File: config.mk
export PLATFORM = sky130hd
export DESIGN_NAME = drc_queue
export DESIGN_NICKNAME = d
export VERILOG_FILES = /design/src/rtl/drc_pkg.sv /design/src/rtl/drc_queue.sv
export SDC_FILE = /design/constraint.sdc
export NUM_CORES = 1
export LEC_CHECK = 0
export ABC_AREA = 1
export BUFFER_PORTS_ARGS = -buffer_cell sky130_fd_sc_hd__buf_2
export CAP_MARGIN = 0
export CORE_AREA = 4 4 71 73
export CTS_CLUSTER_DIAMETER = 80
export DETAILED_ROUTE_END_ITERATION = 8
export DIE_AREA = 0 0 75 77
export PLACE_DENSITY = 0.71
export SLEW_MARGIN = 20
export SYNTH_ARGS = -nofsm -noshare
export SYNTH_HDL_FRONTEND = slang
export SYNTH_SLANG_ARGS = --single-unit
File: constraint.sdc
create_clock -name i_clk -period 3.7 [get_ports i_clk]
set_input_delay 0.185 -clock i_clk [delete_from_list [all_inputs] [get_ports i_clk]]
set_output_delay 0.185 -clock i_clk [all_outputs]
set_load 0.1 [all_outputs]
File: src/rtl/drc_pkg.sv
`timescale 1ns / 1ps
// ============================================================================
// drc_pkg
// Shared types, register indexes and constants of the grid raycaster.
// ============================================================================
package drc_pkg;

    // Parameter defaults
    localparam int MAP_SIDE_DEF   = 64;
    localparam int TEX_SIZE_DEF   = 512;
    localparam int MAX_SCREEN_DEF = 2048;

    // Fixed widths
    localparam int CFG_IDX_W   = 3;
    localparam int CFG_DATA_W  = 16;
    localparam int SCR_W       = 13;
    localparam int DIV_W       = 32;
    localparam int QUEUE_DEPTH = 2;

    // Configuration register indexes
    localparam logic [CFG_IDX_W-1:0] CFG_PLAYER_X      = 3'd0;
    localparam logic [CFG_IDX_W-1:0] CFG_PLAYER_Y      = 3'd1;
    localparam logic [CFG_IDX_W-1:0] CFG_DIR_X         = 3'd2;
    localparam logic [CFG_IDX_W-1:0] CFG_DIR_Y         = 3'd3;
    localparam logic [CFG_IDX_W-1:0] CFG_PLANE_X       = 3'd4;
    localparam logic [CFG_IDX_W-1:0] CFG_PLANE_Y       = 3'd5;
    localparam logic [CFG_IDX_W-1:0] CFG_SCREEN_WIDTH  = 3'd6;
    localparam logic [CFG_IDX_W-1:0] CFG_SCREEN_HEIGHT = 3'd7;

    // Register reset values
    localparam logic [13:0] RST_PLAYER_X      = 14'd2048;
    localparam logic [13:0] RST_PLAYER_Y      = 14'd2048;
    localparam logic [15:0] RST_DIR_X         = 16'd0;
    localparam logic [15:0] RST_DIR_Y         = 16'd16384;
    localparam logic [15:0] RST_PLANE_X       = 16'd10813;
    localparam logic [15:0] RST_PLANE_Y       = 16'd0;
    localparam logic [11:0] RST_SCREEN_WIDTH  = 12'd640;
    localparam logic [11:0] RST_SCREEN_HEIGHT = 12'd480;

    // Wall face codes
    localparam logic [1:0] FACE_N = 2'd0;
    localparam logic [1:0] FACE_S = 2'd1;
    localparam logic [1:0] FACE_W = 2'd2;
    localparam logic [1:0] FACE_E = 2'd3;

    // Status codes
    localparam logic ST_HIT  = 1'b0;
    localparam logic ST_LEFT = 1'b1;

    // Input item modes
    localparam logic MODE_WRITE = 1'b0;
    localparam logic MODE_CAST  = 1'b1;

    typedef enum logic {
        K_WRITE,
        K_CAST
    } t_drc_kind;

    typedef enum logic [3:0] {
        S_CLEAR,
        S_IDLE,
        S_DIV,
        S_CAM,
        S_RAY,
        S_DXI,
        S_DX,
        S_DY,
        S_SIDE,
        S_STEP,
        S_CHECK,
        S_DIST,
        S_LHI,
        S_LH,
        S_TS,
        S_ST
    } t_drc_state;

    typedef struct packed {
        logic        mode;
        logic [10:0] column;
        logic [11:0] cell_index;
        logic        cell_is_wall;
    } t_drc_in;

    typedef struct packed {
        logic [10:0] column_out;
        logic        status;
        logic [1:0]  wall_face;
        logic [15:0] wall_distance;
        logic [15:0] line_height;
        logic [10:0] draw_start;
        logic [10:0] draw_end;
        logic [8:0]  tex_x;
        logic [24:0] tex_step;
        logic [24:0] tex_start;
    } t_drc_out;

    typedef struct packed {
        t_drc_kind   kind;
        logic [10:0] column;
        logic [11:0] cell_addr;
        logic        wall;
    } t_drc_op;

    typedef struct packed {
        logic [13:0] player_x;
        logic [13:0] player_y;
        logic [15:0] dir_x;
        logic [15:0] dir_y;
        logic [15:0] plane_x;
        logic [15:0] plane_y;
        logic [11:0] screen_width;
        logic [11:0] screen_height;
    } t_drc_cfg;

endpackage

File: src/rtl/drc_queue.sv
`timescale 1ns / 1ps
// ============================================================================
// drc_queue
// Short FIFO of classified items between the front and the back.
// ============================================================================
module drc_queue (
    input  logic              i_clk,
    input  logic              i_rst_n,
    input  logic              i_push,
    input  drc_pkg::t_drc_op  i_op,
    input  logic              i_pop,
    output logic              o_full,
    output logic              o_empty,
    output drc_pkg::t_drc_op  o_op
);
    localparam int D  = drc_pkg::QUEUE_DEPTH;
    localparam int PW = (D > 1) ? $clog2(D) : 1;
    localparam int NW = $clog2(D + 1);

    drc_pkg::t_drc_op r_buf [D];
    logic [PW-1:0]    r_wptr;
    logic [PW-1:0]    r_rptr;
    logic [NW-1:0]    r_cnt;
    logic [PW-1:0]    n_wptr;
    logic [PW-1:0]    n_rptr;

    assign o_full  = (r_cnt == NW'(D));
    assign o_empty = (r_cnt == '0);
    assign o_op    = r_buf[r_rptr];

    // Wrap the pointers at the depth
    always_comb begin
        n_wptr = (r_wptr == PW'(D - 1)) ? '0 : r_wptr + 1'b1;
        n_rptr = (r_rptr == PW'(D - 1)) ? '0 : r_rptr + 1'b1;
    end

    // Advance pointers and fill count
    always_ff @(posedge i_clk) begin
        if (!i_rst_n) begin
            r_wptr <= '0;
            r_rptr <= '0;
            r_cnt  <= '0;
        end else begin
            if (i_push) begin
                r_wptr <= n_wptr;
            end
            if (i_pop) begin
                r_rptr <= n_rptr;
            end
            if (i_push && !i_pop) begin
                r_cnt <= r_cnt + 1'b1;
            end else if (!i_push && i_pop) begin
                r_cnt <= r_cnt - 1'b1;
            end
        end
    end

    // Store pushed items
    always_ff @(posedge i_clk) begin
        if (i_push) begin
            r_buf[r_wptr] <= i_op;
        end
    end

endmodule

After elaboration in Yosys (flattened, before gate mapping)
Memories as Yosys holds them, arrays and structs flattened. A register that Yosys moved wholly into a read port is not among the register bits. Cells that the tools add are included.

Add/sub/neg operators: 4. Equal/unequal tests: 1. Muxes and demuxes: 8. Reduce and logical (&&, ||, !) cells: 6.

Operators with widths (count): two-way mux 1 bit (6); two-way mux 2 bit (2); adder 1 bit (second input constant) (2); adder 2 x 1 -> 2 bit (second input constant) (1); == test 2 bit (second input constant) (1); logical AND 1 bit (2); logical NOT 1 bit (2); logical NOT 2 bit (1); nonzero test 2 bit (1); subtractor 2 x 1 -> 2 bit (second input constant) (1).

Register bits after elaboration: 4. Memory bits (writable): 50. Input bits: 29. Output and inout port bits: 27. Logic and storage cells: 23. Memories: 1.

Memory list: r_buf (depth 2, bits a word 25, read ports 1, clocked after Yosys merged registers in 1, write ports 1, line drc_queue.sv:20) `drc_pkg::t_drc_op r_buf [D];`.

Logic depth before layout (Yosys ltp)
Gate-level depths: netlist of the first run.

Depth after elaboration: 4. Gate-level depth with buffers: 8.

Worst setup path after synthesis of the first run
OpenSTA, ideal clock, no wires.

Kind: reg-to-output. Start point: reg r_cnt[1]. End point: out o_full. Arrival: 1.631 ns. Setup slack: 1.884 ns. Stages on the path, launching flop included: 3. Path through: dfxtp_1 > inv_1 > nor2_1.

Cells in the longest elaborated chain, start to end: 1.

Ends and longest elaborated chain: from (decl) (line drc_queue.sv:23) `logic [NW-1:0] r_cnt;`; from (signal assigned) (line drc_queue.sv:51) `r_cnt <= r_cnt + 1'b1;`; from (signal assigned) (line drc_queue.sv:53) `r_cnt <= r_cnt - 1'b1;`; == test 2 bit (line drc_queue.sv:27) `assign o_full = (r_cnt == NW'(D));`; to (decl) (line drc_queue.sv:12) `output logic o_full,`.

Every way passes these cells.

==> key figures, run 1 <==
Global route
  • Largest net degree at the start of global routing: 26
  • Global-route wire length before repair: 5382 µm
  • GR Util All Layers: 12.66%
  • Initial antenna violation count: 0
  • Vias in the first global route: 1173
  • Grt total ovfl: 0

Placement
  • I/O Buffers: 55
  • Pre-CTS setup slack: 1.720 ns
  • Routability Congestion: 0.6545
  • Hpwl dp: 2539 µm

Routing
  • Number of remaining DRC errors: 0
  • Vias: 1107
  • Routed Antenna Nets: 0
  • Vias per Instance: 4.877
  • 1st-pass router iterations: 4
  • Final wirelength: 3537 µm
  • Initial DRC Count: 81
  • Avg WL per Cell: 15.58 µm

Logic synthesis
  • Post-Synthesis Cells: 113
  • Synth cell types: 14
  • Seq/Total Area, Yosys: 74.94%
  • Yosys warns: 0
  • Post-Syn Area: 2137 µm²
  • Syn Nets: 143
  • Flops & latches, synth: 55
  • Average size of a mapped cell: 18.91 µm²

Pwr
  • Worst vdd ir: 0.2564 mV
  • Pwr Density: 546.7 nW/µm²
  • Static Leak: 0.001047 µW

CTS
  • Root buffer cell: clkbuf_8
  • Num CTS Buffers: 5
  • CTS tree: yes
  • Post-CTS Resized: 0
  • Max H-tree Level: 2
  • Skew-Pair Late Insertion Delay: 0.30 ns
  • Clock transition at path regs: 0.09 ns
  • # clock sinks: 55
  • Setup Fix Bufs, Post-CTS: 0
  • Clock Path Buffers: 2
  • Hold_buf cts: 0

Setup path
  • Slowest stage cell, crit path: dfxtp_1
  • Worst reg2reg startpoint: r_wptr
  • Slowest Stage Delay on Critical Path: 0.73 ns
  • Crit path cell chain: buf_4, mux2_2, buf_2
  • Worst-path maximum fanout: 15
  • Worst setup EP type: output port
  • WS Path Type: flip-flop to output port
  • Req. time, crit path: 3.51 ns
  • Startpoint types: flip-flop
  • Crit path DAT: 2.08 ns

STA
  • Post-route minimum period: 2.267 ns
  • Period utilisation layout: 61.27%
  • Rel. slew slack: 34.18%
  • Final WS setup: 1.433 ns
  • Worst Clk Skew: 0.003428 ns
  • Pins over their slew limit: 0
  • WHS: 0.07231 ns
  • Fmax: 441.1 MHz
  • Worst-margin pin slew: 0.9862 ns
  • Final setup viols: 0
  • RSZ-0062 raised after global routing: no
  • Setup TNS Final: 0 ns
  • Final Hold Fails: 0

Floorplanning
  • Die Wd: 75 µm
  • Die Area: 5775 µm²
  • Top Ports: 56
  • Core area: 4354 µm²
  • Row count: 24
  • Initial Util: 49.08%
  • Die height: 77 µm

Layout
  • Ant diodes: 0
  • Most common cell after layout, fill and taps aside: buf_2
  • Most frequent cells in the layout: buf_2, edfxtp_1, mux2_4
  • Area Overhead vs Synth: 18.56%
  • FILL cells: 335
  • Nets: 204
  • Share of layout cells above drive strength 1: 50.86%

Hold path
  • HP Class: primary input to flip-flop
  • HP Start: i_op[19]

Job
  • Maxcap violations: 0

Status
  • Outcome: finished clean
==> cells in the mapped netlist (all sizes together) <==
master,number,area (µm²)
a21oi,1,5.000
buf,3,51.30
dfxtp,5,100.1
edfxtp,50,1501
ha,1,12.51
inv,8,30.03
mux2,25,356.6
nand2,8,30.03
nand3,1,5.000
nand4,1,6.260
nor2,9,33.78
o21ai,1,5.000
==> through the flow <==
step / util [%] / power (µW) / instances / instance area, µm²
after floorplan: - / 1030 / 113 / 2137
after global placement: 56.12 / 1072 / 219 / 2444
after detailed placement: 56.12 / 1080 / 219 / 2444
after CTS: 58.19 / 1399 / 227 / 2534
after global routing: 58.19 / 1439 / 227 / 2534
final: 58.19 / 1385 / 227 / 2534
==> path summary, 6_finish.rpt <==
path / endpoint / slack [ns] / cells past startpoint
max: o_op[5] / 1.43 / 3
max reg2reg: r_buf[1][4] / 2.15 / 2
min reg2reg: r_rptr / 0.53 / 2
min: r_buf[0][19] / 0.07 / 1
==> cells by family (layout without fill, tap and decap cells) <==
group	count (synthesis)	after routing	share of synthesized area, %
flops	55	55	74.94
mux	25	25	16.69
simple gates	19	19	3.513
buf+inv	11	73	3.806
compound gates	2	2	0.4679
fa+ha+maj	1	1	0.5854
==> metal layers <==
metal	global-route usage (%)	vias up	wire (µm)
li1	-	533	-
met1	13.86	526	1340
met2	21.86	40	1887
met3	4.575	8	260
met4	4.626	0	48
met5	0	-	0
==> worst max-delay path, delay by kind of cell (launching register included) <==
family   cells  cell delay (ns)
buf+inv      2             0.68
flops        1             0.73
mux          1             0.36
==> area by class of cell <==
type / instances / area, µm² / area share [%]
clock buffer: 7 / 86.33 / 3.407
clock inverter: 1 / 3.754 / 0.1481
inverter: 8 / 30.03 / 1.185
multi-input combinational: 47 / 456.7 / 18.02
sequential: 55 / 1602 / 63.21
tap: 52 / 65.06 / 2.568
timing repair buffer: 57 / 290.3 / 11.46
==> sequential cells by signal (all words and copies together), names as in the netlist, named ones only <==
register,count
r_cnt,2
r_wptr,1
r_buf,50
r_rptr,1
==> power breakdown <==
group	internal, µW	switching (µW)
logic	72.4	260
clock network	150	172
registers	715	14.4
total	938	447
(Power assumes the default switching activity.)
==> inputs of run 2 (changes only) <==
--- a/config.mk
+++ b/config.mk
@@ -8,11 +8,11 @@
 export ABC_AREA = 1
 export BUFFER_PORTS_ARGS = -buffer_cell sky130_fd_sc_hd__buf_2
 export CAP_MARGIN = 0
-export CORE_AREA = 4 4 71 73
+export CORE_AREA = 4 4 74 76
 export CTS_CLUSTER_DIAMETER = 80
 export DETAILED_ROUTE_END_ITERATION = 8
-export DIE_AREA = 0 0 75 77
-export PLACE_DENSITY = 0.71
+export DIE_AREA = 0 0 78 80
+export PLACE_DENSITY = 0.68
 export SLEW_MARGIN = 20
 export SYNTH_ARGS = -nofsm -noshare
 export SYNTH_HDL_FRONTEND = slang
==> constraint.sdc (replaced) <==
create_clock -name i_clk -period 2.02 [get_ports i_clk]
set_input_delay 0.101 -clock i_clk [delete_from_list [all_inputs] [get_ports i_clk]]
set_output_delay 0.101 -clock i_clk [all_outputs]
set_load 0.1 [all_outputs]
==> run 2 against run 1 <==
Clock-buffer cell count is 1 lower. Sequential power is 82% higher. Design area is 26% higher. Utilization is 9.6 points higher. Via count is 9.1% higher. Register-to-register slack worse by 1.2 ns. Global-route usage is 0.41 points higher. Worst setup slack worse by 1.0 ns. Critical path type unchanged. Largest cell class unchanged.
==> key figures, run 2 (synthesis gave the netlist of run 1 again) <==
CTS
  • Num CTS Buffers: 5
  • Max H-tree Level: 2
  • Setup Fix Bufs, Post-CTS: 0
  • Clock Path Buffers: 2
  • Post-CTS Resized: 0
  • Root buffer cell: clkbuf_8
  • Clock transition at path regs: 0.09 ns
  • # clock sinks: 55
  • CTS tree: yes
  • Skew-Pair Late Insertion Delay: 0.30 ns

Routing
  • Initial DRC Count: 66
  • Met2 WL: 1989 µm
  • WL met1: 1490 µm
  • Vias: 1208
  • 1st-pass router iterations: 4
  • DR WL met3: 223 µm
  • Avg WL per Cell: 13.83 µm
  • Vias per Instance: 4.458
  • Top sig layer: met4
  • Routed Antenna Nets: 0
  • Final wirelength: 3748 µm
  • Number of remaining DRC errors: 0

Layout
  • Area Overhead vs Synth: 49.88%
  • Largest regs: r_buf x50, r_cnt x2
  • Number of flip-flops in the largest register: 50
  • Most frequent cells in the layout: edfxtp_1, buf_2, dlygate4sd3_1, buf_12, mux2_4
  • Ant diodes: 0
  • Area of the multi-input gates: 456.7 µm²
  • Most common cell after layout, fill and taps aside: edfxtp_1
  • Biggest register: r_buf
  • Seq. cell area: 1602 µm²
  • FILL cells: 327
  • Nets: 233
  • Share of layout cells above drive strength 1: 46.08%

Placement
  • I/O Buffers: 55
  • Routability Congestion: 0.6786
  • Hpwl dp: 2640 µm

Setup path
  • Critical path's top delay family: buffers and inverters
  • Req. time, crit path: 1.92 ns
  • RR Endpoint: r_buf[1][23]
  • Startpoint types: flip-flop
  • Worst reg2reg setup slack: 0.97 ns
  • Worst reg2reg startpoint: r_wptr
  • Slowest Stage Delay on Critical Path: 0.36 ns
  • Crit path cell chain: buf_4, mux2_4, buf_12
  • Worst-path maximum fanout: 18
  • Slowest stage cell, crit path: mux2_4
  • Worst setup EP type: output port
  • Stages on the worst setup path: 3
  • Crit path buffers/inverters: 2
  • WS Path Type: flip-flop to output port
  • Crit path DAT: 1.49 ns
  • Reg2reg path depth: 3

Hold path
  • HP Class: primary input to flip-flop
  • Hold endpoint: r_wptr
  • Depth of the worst hold-timing path: 3
  • HP Start: i_rst_n

STA
  • RSZ-0062 raised after global routing: no
  • Worst Clk Skew: 0.007036 ns
  • Post-route minimum period: 1.587 ns
  • Fmax: 630.0 MHz
  • Period utilisation layout: 78.58%
  • Final setup viols: 0
  • Setup TNS Final: 0 ns
  • Rel. slew slack: 67.90%
  • WHS: 0.05928 ns
  • Pins over their slew limit: 0
  • Worst-margin pin slew: 0.4848 ns
  • Final Hold Fails: 0

Floorplanning
  • Core area: 4723 µm²
  • Initial Util: 45.25%
  • Top Ports: 56
  • Die Wd: 78 µm
  • Row count: 25
  • Die Area: 6240 µm²
  • Die height: 80 µm

Global route
  • Initial antenna violation count: 0
  • Vias in the first global route: 1287
  • Largest net degree at the start of global routing: 19
  • Global-route wire length before repair: 6127 µm
  • Grt total ovfl: 0
  • GR Util All Layers: 13.07%

Pwr
  • Static Leak: 0.001304 µW
  • Worst vdd ir: 0.6286 mV
  • Pwr Density: 852.1 nW/µm²

Status
  • Outcome: finished clean

Job
  • Maxcap violations: 0
==> run 2: timing repair <==
action,4_1_cts,5_1_grt
hold endpoints to repair,49,0
hold buffers,25,0
setup endpoints to repair,0,0
==> run 2: power by group <==
part | internal, µW | leakage, µW | switching, µW
registers | 1310 | 0.000511 | 19.5
clock network | 243 | 0.0000412 | 327
logic | 312 | 0.000751 | 518
total | 1860 | 0.00130 | 865
==> run 2: final cells by class <==
cell class              instances  share of cell area [%]
flip-flops and latches         55                   50.00
repair buffers                 86                   29.53
clock inverters                 2                  0.3906
well taps                      67                   2.617
inverters                       8                  0.9375
multi-input cells              47                   14.26
clock buffers                   6                   2.266
==> run 2: how the worst max path moves through the flow <==
stage	startpoint	to	slack [ns]
detailed placement	flip-flop	o_op[23]	0.75
global route	flip-flop	o_op[23]	0.36
global placement	flip-flop	o_op[21]	0.77
CTS	flip-flop	o_op[23]	0.41
floorplan	r_wptr	r_buf[0][0]	0.22
finish	flip-flop	o_op[23]	0.43
==> run 2: per-stage QoR <==
step                power, µW  std cells  cell area, µm²  setup slack (ns)  utilization [%]
global route             2836        271            3203            0.3622            67.81
global placement         2138        238            2868            0.7686            60.72
CTS                      2749        271            3203            0.4123            67.81
finish                   2729        271            3203            0.4327            67.81
detailed placement       2154        238            2868            0.7536            60.72
floorplan                1886        113            2137            0.2243                -
==> run 2: routing by layer <==
layer  vias to the layer above  GRT usage (%)
li1                        590              -
met1                       572          14.29
met2                        39          23.80
met3                         7          3.725
met4                         0          5.245
met5                         -              0
==> run 2: worst reg2reg max path, stage by stage, from the launching register on <==
cell,delay [ns]
dfxtp_1,0.38
nand2_1,0.08
inv_1,0.07
buf_4,0.22
==> inputs of run 3 (changes only) <==
--- a/config.mk
+++ b/config.mk
@@ -5,14 +5,14 @@
 export SDC_FILE = /design/constraint.sdc
 export NUM_CORES = 1
 export LEC_CHECK = 0
-export ABC_AREA = 1
+export ABC_AREA = 0
 export BUFFER_PORTS_ARGS = -buffer_cell sky130_fd_sc_hd__buf_2
 export CAP_MARGIN = 0
-export CORE_AREA = 4 4 74 76
+export CORE_AREA = 4 4 72 74
 export CTS_CLUSTER_DIAMETER = 80
 export DETAILED_ROUTE_END_ITERATION = 8
-export DIE_AREA = 0 0 78 80
-export PLACE_DENSITY = 0.68
+export DIE_AREA = 0 0 76 78
+export PLACE_DENSITY = 0.69
 export SLEW_MARGIN = 20
 export SYNTH_ARGS = -nofsm -noshare
 export SYNTH_HDL_FRONTEND = slang
==> constraint.sdc (replaced) <==
create_clock -name i_clk -period 1.45 [get_ports i_clk]
set_input_delay 0.0725 -clock i_clk [delete_from_list [all_inputs] [get_ports i_clk]]
set_output_delay 0.0725 -clock i_clk [all_outputs]
set_load 0.1 [all_outputs]
==> run 3 against run 2 <==
Sequential power grew 40%. Via count shrank 2.7%. Design area shrank 0.16%. Combinational power is 58% higher. Utilization up 1.7 points. Critical path depth is the same. Die area decreased by 5.0%. Global-route usage increased by 0.62 points. First-iteration DRC count decreased by 44%. Power grew 51%. Synthesized cell count is 12% lower. Clock-buffer cell count decreased by 1.
==> key figures, run 3 <==
Status
  • Outcome: finished clean

Setup path
  • WS Path Type: flip-flop to output port
  • Reg2reg path depth: 3
  • Worst reg2reg startpoint: r_cnt[0]
  • Worst-path maximum fanout: 15
  • Worst setup EP type: output port
  • Worst reg2reg setup slack: 0.39 ns
  • Req. time, crit path: 1.38 ns
  • Crit path DAT: 1.38 ns
  • Startpoint types: flip-flop
  • RR Endpoint: r_cnt[1]

Layout
  • Fin util: 69.55%
  • Share of layout cells above drive strength 1: 50.79%
  • Area Overhead vs Synth: 58.17%
  • Nets: 220
  • Biggest register: r_buf
  • Largest regs: r_buf x50, r_cnt x2
  • Ant diodes: 0
  • Most common cell after layout, fill and taps aside: edfxtp_1
  • Most frequent cells in the layout: edfxtp_1, buf_2, buf_12
  • Number of flip-flops in the largest register: 50
  • Finished Layout Cells: 245

Logic synthesis
  • Share of the synthesized area in the top cell type: 74.26%
  • Seq/Total Area, Yosys: 79.21%
  • Area contributors post-synth: edfxtp_1, mux2_2, dfxtp_1, and2_1, xor2_1
  • Count leader, synth: edfxtp_1
  • Cell taking the most area after synthesis: edfxtp_1
  • Flops & latches, synth: 55
  • Average size of a mapped cell: 20.22 µm²
  • Post-Syn Area: 2022 µm²
  • Yosys warns: 0
  • Post-Synthesis Cells: 100
  • Syn Nets: 130
  • Synth async-reset ratio: 0%
  • Synth top cells by count: edfxtp_1, mux2_2, dfxtp_1
  • Synth cell types: 17
  • Top_reg_cell synth: edfxtp_1
  • Post-synth EDFFs: 50

Routing
  • Number of remaining DRC errors: 0
  • 1st-pass router iterations: 2
  • Vias: 1175
  • Routed Antenna Nets: 0
  • Vias per Instance: 4.796
  • Initial DRC Count: 37
  • Avg WL per Cell: 15.73 µm
  • Final wirelength: 3853 µm

STA
  • Period utilisation layout: 99.92%
  • RSZ-0062 raised after global routing: yes
  • Final Hold Fails: 0
  • Post-route minimum period: 1.449 ns
  • Worst Clk Skew: 0.002772 ns
  • Fmax: 690.2 MHz
  • Rel. slew slack: 67.76%
  • Pins over their slew limit: 0
  • Final setup viols: 0
  • Worst-margin pin slew: 0.4870 ns

Global route
  • Largest net degree at the start of global routing: 17
  • Initial antenna violation count: 0
  • Grt total ovfl: 0
  • Global-route wire length before repair: 6216 µm
  • GR Util All Layers: 13.69%
  • Vias in the first global route: 1295

Placement
  • I/O Buffers: 55
  • Dpl cells: 212
  • Hpwl dp: 2688 µm
  • Routability Congestion: 0.7357

Pwr
  • NetSw: 1286 µW
  • Combinational share of power: 31.8%
  • Worst vdd ir: 0.8538 mV
  • Switching share of power: 31.28%
  • Seq pwr share: 45.2%
  • P_int: 2826 µW
  • Static Leak: 0.001257 µW
  • Pwr Density: 1286 nW/µm²
  • Clock share of power: 23.0%

Floorplanning
  • Row count: 25
  • Die height: 78 µm
  • Die Wd: 76 µm
  • Top Ports: 56
  • Die Area: 5928 µm²
  • Initial Util: 43.97%
  • Core area: 4598 µm²

CTS
  • Clock transition at path regs: 0.09 ns
  • Max H-tree Level: 2
  • Num CTS Buffers: 5
  • Root buffer cell: clkbuf_8
  • # clock sinks: 55
  • CTS tree: yes
  • Skew-Pair Late Insertion Delay: 0.30 ns
  • Clock Path Buffers: 2
  • Setup Fix Bufs, Post-CTS: 0

Hold path
  • HP Class: primary input to flip-flop
  • Depth of the worst hold-timing path: 2
  • Hold endpoint: r_wptr
  • HP Start: i_rst_n

Job
  • Maxcap violations: 0
## run 3: cell count changes in the layout (fill, tap and decap cells not counted), moves of 2 or more
cell / change
mux2_2: +9
mux2_4: -9
nand2_1: -8
nor2_1: -8
inv_1: -7
and2_1: +4
buf_12: +2
buf_4: -2
xor2_1: +2
## run 3: layer usage
metal / up-vias / global-route usage [%] / routed length (µm)
met5: - / 0 / 0
met4: 0 / 6.228 / 99
met3: 11 / 4.756 / 203
met2: 39 / 23.37 / 2019
met1: 567 / 15.29 / 1530
li1: 558 / - / -
## run 3: final cells by class
cell class                      count  area, µm²
Sequential cell                    55       1605
Fill cell                         288       1400
Timing Repair Buffer               86      970.9
Multi-Input combinational cell     41      442.9
Clock buffer                        5      68.82
Tap cell                           54      67.56
Clock inverter                      3      38.79
Inverter                            1      3.754
## run 3: kinds of logic after synthesis
family / after synthesis / synth area share, %
DFF: 55 / 79.21
muxes: 25 / 13.92
and+or+nand+nor: 9 / 2.784
xor gates and xnor gates: 3 / 1.300
buffers and inverters: 4 / 1.175
AOI/OAI and AO/OA: 3 / 0.9901
adders and majority gates: 1 / 0.6187
## run 3: timing repair
action,in CTS,in global routing
resized for setup,3,10
setup endpoints to repair,25,23
hold buffers,25,0
hold endpoints to repair,50,0
## run 3: power groups by stage
stage          sequential, µW  clock [µW]  combinational (µW)
3_3_place_gp             1890           0                1220
5_1_grt                  1870        1050                1350
6_report                 1860         946                1310
4_1_cts                  1860         977                1290
3_5_place_dp             1890           0                1240
2_1_floorplan            1880           0                 795
## run 3: worst max path at each step
stage               slack (ns)          end  cells after the start  startpoint
global placement          0.26     o_op[13]                      3   flip-flop
CTS                      -0.02     o_op[13]                      3   flip-flop
floorplan                 0.04  r_buf[0][0]                      1      r_wptr
finish                   0.001      o_op[8]                      3   flip-flop
global route             -0.05     o_op[14]                      3   flip-flop
detailed placement        0.23     o_op[20]                      3   flip-flop
## run 3: worst max-delay path: stages, from the launching register on
cell	delay (ns)
dfxtp_4	0.38
buf_12	0.15
mux2_2	0.37
buf_12	0.17
## run 3: metrics by stage
stage	cell area [µm²]	hold slack, ns	TNS [ns]	setup slack, ns	power, µW
finish	3198	0.02283	0	0.001097	4112
floorplan	2027	0.1714	0	0.04489	2676
global placement	2795	0.2595	0	0.2595	3104
detailed placement	2795	0.2662	0	0.2341	3131
global route	3198	0.02857	-0.5899	-0.04740	4267
CTS	3161	0.01414	-0.1595	-0.01885	4130
